**config.mk**
```make
export PLATFORM = sky130hd
export DESIGN_NAME = ubh_ctrl
export DESIGN_NICKNAME = d
export VERILOG_FILES = /design/src/design/ubh_pkg.sv /design/src/design/ubh_ctrl.sv
export SDC_FILE = /design/constraint.sdc
export NUM_CORES = 1
export LEC_CHECK = 0
export ABC_AREA = 1
export BUFFER_PORTS_ARGS = -buffer_cell sky130_fd_sc_hd__buf_4
export CORE_AREA = 2 2 39 41
export CTS_BUF_LIST = sky130_fd_sc_hd__clkbuf_4 sky130_fd_sc_hd__clkbuf_8
export DETAILED_ROUTE_END_ITERATION = 8
export DIE_AREA = 0 0 41 43
export HOLD_SLACK_MARGIN = 0.03
export SETUP_SLACK_MARGIN = 0.05
export SLEW_MARGIN = 20
export SYNTH_ARGS = -nofsm -noshare
export SYNTH_HDL_FRONTEND = slang
export SYNTH_SLANG_ARGS = --single-unit
```
**constraint.sdc**
```tcl
create_clock -name clk_i -period 1.6 [get_ports clk_i]
set_clock_uncertainty 0.15 [all_clocks]
set_input_delay 0.08 -clock clk_i [delete_from_list [all_inputs] [get_ports clk_i]]
set_output_delay 0.08 -clock clk_i [all_outputs]
set_load 0.03 [all_outputs]
```
**src/design/ubh_pkg.sv**
```systemverilog
// shared types, codes and constants of the uniform bin histogram
`timescale 1ns / 1ps

package ubh_pkg;

  // default number of count memory entries
  localparam int DEF_MAX_BINS = 1024;

  // divider steps, one quotient bit per step
  localparam int DIV_STEPS = 16;
  localparam int DIV_CW    = $clog2(DIV_STEPS);

  // width of a bin index after clamping to the bins in use
  localparam int BIN_W = 11;

  typedef enum logic [1:0] {
    CMD_CLEAR = 2'd0,
    CMD_ADD   = 2'd1,
    CMD_READ  = 2'd2,
    CMD_NOP   = 2'd3
  } cmd_e;

  typedef enum logic [1:0] {
    CFG_LOWER_EDGE  = 2'd0,
    CFG_BIN_WIDTH   = 2'd1,
    CFG_BINS_IN_USE = 2'd2,
    CFG_UNUSED      = 2'd3
  } cfg_idx_e;

  typedef enum logic [2:0] {
    ST_INIT,
    ST_IDLE,
    ST_DISPATCH,
    ST_CLEAR,
    ST_DIV,
    ST_LOOKUP,
    ST_READ,
    ST_WAIT
  } state_e;

  typedef struct packed {
    logic [1:0]         command;
    logic signed [15:0] sample;
    logic [9:0]         read_bin;
  } item_t;

  typedef struct packed {
    logic [9:0]         bin_number;
    logic [31:0]        bin_count;
    logic signed [31:0] bin_lower_edge;
    logic               accepted;
  } result_t;

  // commands from controller to datapath
  typedef struct packed {
    logic accept;
    logic clr_step;
    logic div_step;
    logic lookup;
    logic rd_mem;
    logic update;
    logic load_reject;
    logic load_clear;
  } ctrl_t;

  // status from datapath to controller
  typedef struct packed {
    cmd_e cmd;
    logic neg;
    logic rd_oob;
    logic div_last;
    logic clr_last;
  } status_t;

endpackage

```
**src/design/ubh_ctrl.sv**
```systemverilog
// controller state machine of the histogram
`timescale 1ns / 1ps

module ubh_ctrl (
  input  logic             clk_i,
  input  logic             rst_ni,
  input  logic             start,
  output logic             busy,
  input  ubh_pkg::status_t status_i,
  output ubh_pkg::ctrl_t   ctrl_o
);

  import ubh_pkg::*;

  state_e state_q, state_d;
  ctrl_t  ctrl;

  // state register
  always_ff @(posedge clk_i or negedge rst_ni) begin
    if (!rst_ni) begin
      state_q <= ST_INIT;
    end else begin
      state_q <= state_d;
    end
  end

  // next state and commands
  always_comb begin
    state_d = state_q;
    ctrl    = '0;
    unique case (state_q)
      ST_INIT: begin
        ctrl.clr_step = 1'b1;
        if (status_i.clr_last) state_d = ST_IDLE;
      end
      ST_IDLE: begin
        if (start) begin
          ctrl.accept = 1'b1;
          state_d     = ST_DISPATCH;
        end
      end
      ST_DISPATCH: begin
        unique case (status_i.cmd)
          CMD_CLEAR: state_d = ST_CLEAR;
          CMD_ADD: begin
            if (status_i.neg) begin
              ctrl.load_reject = 1'b1;
              state_d          = ST_IDLE;
            end else begin
              state_d = ST_DIV;
            end
          end
          CMD_READ: begin
            if (status_i.rd_oob) begin
              ctrl.load_reject = 1'b1;
              state_d          = ST_IDLE;
            end else begin
              state_d = ST_LOOKUP;
            end
          end
          default: begin
            ctrl.load_reject = 1'b1;
            state_d          = ST_IDLE;
          end
        endcase
      end
      ST_CLEAR: begin
        ctrl.clr_step = 1'b1;
        if (status_i.clr_last) begin
          ctrl.load_clear = 1'b1;
          state_d         = ST_IDLE;
        end
      end
      ST_DIV: begin
        ctrl.div_step = 1'b1;
        if (status_i.div_last) state_d = ST_LOOKUP;
      end
      ST_LOOKUP: begin
        ctrl.lookup = 1'b1;
        state_d     = ST_READ;
      end
      ST_READ: begin
        ctrl.rd_mem = 1'b1;
        state_d     = ST_WAIT;
      end
      ST_WAIT: begin
        ctrl.update = 1'b1;
        state_d     = ST_IDLE;
      end
      default: state_d = ST_IDLE;
    endcase
  end

  assign ctrl_o = ctrl;
  assign busy   = (state_q != ST_IDLE);

  // an accepted item always moves to dispatch
  a_accept_dispatch: assert property (@(posedge clk_i) disable iff (!rst_ni)
    ctrl.accept |=> state_q == ST_DISPATCH)
    else $error("accepted item did not reach dispatch");

  // the divider runs until its last step
  a_div_runs: assert property (@(posedge clk_i) disable iff (!rst_ni)
    (state_q == ST_DIV && !status_i.div_last) |=> state_q == ST_DIV)
    else $error("divider left early");

  // at most one result load per cycle
  a_one_load: assert property (@(posedge clk_i) disable iff (!rst_ni)
    $onehot0({ctrl.update, ctrl.load_reject, ctrl.load_clear}))
    else $error("more than one result load");

  // no write sweep overlaps a divide, memory read or count update
  a_no_overlap: assert property (@(posedge clk_i) disable iff (!rst_ni)
    !(ctrl.clr_step && (ctrl.div_step || ctrl.rd_mem || ctrl.update)))
    else $error("sweep overlaps item work");

endmodule

```
==> results.py <==
metrics = {
    "status": {
        "status": "complete, no violations",
    },
    "timing": {
        "max_freq_mhz": 679,
        "slew_headroom_pct": 80.8,
        "hold_viol_final": 0,
        "final.setup.tns_ps": 0,
        "grt_setup_unrepaired": "no",
        "setup_violations": 0,
        "max_slew.worst_pin.slew_ps": 288,
        "finalCriticalPeriod_ps": 1470,
        "finalCritPeriodShare_pct": 92.0,
        "drv_slew": 0,
    },
    "yosys": {
        "synth_ff_type": "dfrtp_1",
        "ys_ff_latch": 3,
        "synth-edff-count": 0,
        "ys_seq_area_share_pct": 23.3,
        "syn_inst": 55,
        "yosysMostFrequentCell": "nand2_1",
        "synth_nets": 64,
        "yosysUniqueCellTypes": 14,
        "ys_top_cells_by_count": "nand2_1 (16), nor2_1 (8), inv_1 (7)",
        "yosysWarningCount": 0,
        "synth-async-reset-ratio_pct": 100,
        "synthTopCellsByArea": "dfrtp_1 (23%), nand2_1 (19%), nor2_1 (9.3%)",
        "synth_area_um2": 322,
        "yosysTopAreaCell": "dfrtp_1",
        "avgSynthCellArea_um2": 5.85,
        "synth_top_area_share_pct": 23.3,
    },
    "placement": {
        "place_congestion": 0.779,
        "post-dp-hpwl_um": 618,
        "portBuffers": 17,
    },
    "global_route": {
        "grt_pass1_vias": 328,
        "grt_max_degree": 10,
        "grt.total_usage_pct": 10.3,
        "antenna_found_initial": 0,
        "grt_pass1_wl_mm": 1.21,
        "gr-total-overflow": 0,
    },
    "cts": {
        "clkTransAtPathRegs_ps": 40,
        "cts_sinks": 3,
        "cts_max_level": 1,
        "cts_buffers": 3,
        "cts_tree": "yes",
        "clk_latency_ps": 230,
        "cts-root-buf": "clkbuf_4",
        "cts.path.max_buffers": 2,
    },
    "critical_path": {
        "r2r-start": "state_q[1]",
        "cp.arrival_ps": 1240,
        "cp_max_fo": 9,
        "r2r_end": "state_q[1]",
        "cp_data_required_time_ps": 1370,
        "critical_path_class": "reg2out",
        "start_kind": "flop",
        "end_kind": "primary output",
        "reg2reg_depth": 7,
        "r2r_slack_ps": 320,
    },
    "route": {
        "num_vias": 417,
        "wirelength_um": 792,
        "first_iter_violations": 6,
        "drc": 0,
        "antenna_left": 0,
        "via_per_inst": 4.44,
        "dr.pass1.iters": 4,
        "wl_per_cell_um": 8.43,
    },
    "pwr": {
        "vdd_drop_max_mv": 0.652,
        "p_per_area_nw_per_um2": 1910,
        "power.leakage_nw": 0.291,
    },
    "finish": {
        "fillCellCount": 163,
        "regMostFlops": "state_q",
        "num-nets-final": 88,
        "drive_above_1_share_pct": 39.7,
        "area_delta_synth_final_pct": 65.0,
        "reg_top3": "state_q: 3 flops",
        "insertedDiodeCount": 0,
        "largest_register_ffs": 3,
        "finalCoreUtilization_pct": 38.3,
    },
    "floorplan": {
        "die_area_um2": 1760,
        "core-area_um2": 1380,
        "die_height_um": 43,
        "io_pins": 18,
        "rows": 14,
        "die_w_um": 41,
        "start_util_pct": 23.2,
    },
    "job": {
        "cap_viol_max_count": 0,
    },
    "min_path": {
        "holdPathStages": 5,
        "min_path_type": "in2reg",
        "min_from": "status_i[0]",
        "hold_end": "state_q[1]",
    },
}
[report_power, final]
part / switching, W / internal [W] / leakage, nW
logic: 0.000421 / 0.000248 / 0.237
registers: 0.0000811 / 0.000118 / 0.0347
clock network: 0.0000378 / 0.000110 / 0.0184
total: 0.000539 / 0.000476 / 0.291
[worst max-delay path, stage by stage (launching register included)]
cell and delay [ps]:
dfrtp_2 440, inv_4 110, nand3_1 110, nor3_2 170
buf_4 180
[cells by family (layout without fill, tap and decap cells)]
family	Yosys count	count (layout)	share of synthesized area, %
and+or+nand+nor	37	37	54.9
AOI/OAI and AO/OA	5	5	7.78
buffers and inverters	10	33	14.0
DFF	3	3	23.3
[what timing repair did]
item                                   CTS  global route
resized for setup                        0             5
endpoints found under the hold margin    4             0
hold buffers                             3             0
setup endpoints to repair                0             2
buffers inserted                         0             0
[how the worst max path moves through the flow]
| stage | from | endpoint | slack [ps] | depth (start not counted) |
|---|---|---|---|---|
| after floorplan | state_q[0] | ctrl_o[1] | 60 | 3 |
| after global placement | state_q[2] | ctrl_o[1] | 300 | 4 |
| after detailed placement | state_q[0] | ctrl_o[1] | 320 | 4 |
| after CTS | state_q[0] | ctrl_o[1] | 50 | 4 |
| after global routing | state_q[1] | ctrl_o[1] | 50 | 3 |
| final | state_q[2] | ctrl_o[1] | 130 | 4 |
[placed cells by master (no fill, tap or decap)]
cell	netlist	final
nand3b_1	1	1
inv_4	0	2
nor3_2	0	1
nor2_1	8	8
nand2_1	16	16
buf_4	0	17
nand3_1	4	4
inv_1	7	7
dlygate4sd3_1	0	3
nor2_4	1	1
nor3_1	3	2
dfrtp_2	0	2
nand2_2	2	2
dfrtp_1	3	1
clkbuf_4	0	4
o21ai_0	4	4
nand3_2	2	2
a21oi_1	1	1
[layout make-up]
class	instances	area [um2]	area share, %
Inverter	9	38.8	7.31
Multi-Input combinational cell	42	206	38.9
Clock buffer	4	30.0	5.66
Sequential cell	3	77.6	14.6
Tap cell	16	20.0	3.77
Timing Repair Buffer	20	158	29.7
[layer usage]
| layer | global-route usage (%) | up-vias | wire (um) |
|---|---|---|---|
| met5 | 0 | - | 0 |
| met4 | 6.00 | 0 | 0 |
| met3 | 3.14 | 0 | 62 |
| met2 | 15.3 | 17 | 393 |
| met1 | 12.3 | 181 | 336 |
| li1 | - | 219 | - |
[per-stage QoR]
stage | area [um2] | cells | hold WS (ps) | worst slack (ps) | power (W)
6_report | 531 | 94 | 74.5 | 128 | 0.00102
5_1_grt | 531 | 94 | 135 | 48.5 | 0.00113
4_1_cts | 518 | 94 | 77.8 | 53.7 | 0.00101
3_5_place_dp | 458 | 87 | -278 | 319 | 0.000848
3_3_place_gp | 458 | 87 | -279 | 298 | 0.000841
2_1_floorplan | 322 | 55 | -366 | 55.1 | 0.000674
Note: power is estimated with default switching activity, not from simulation.
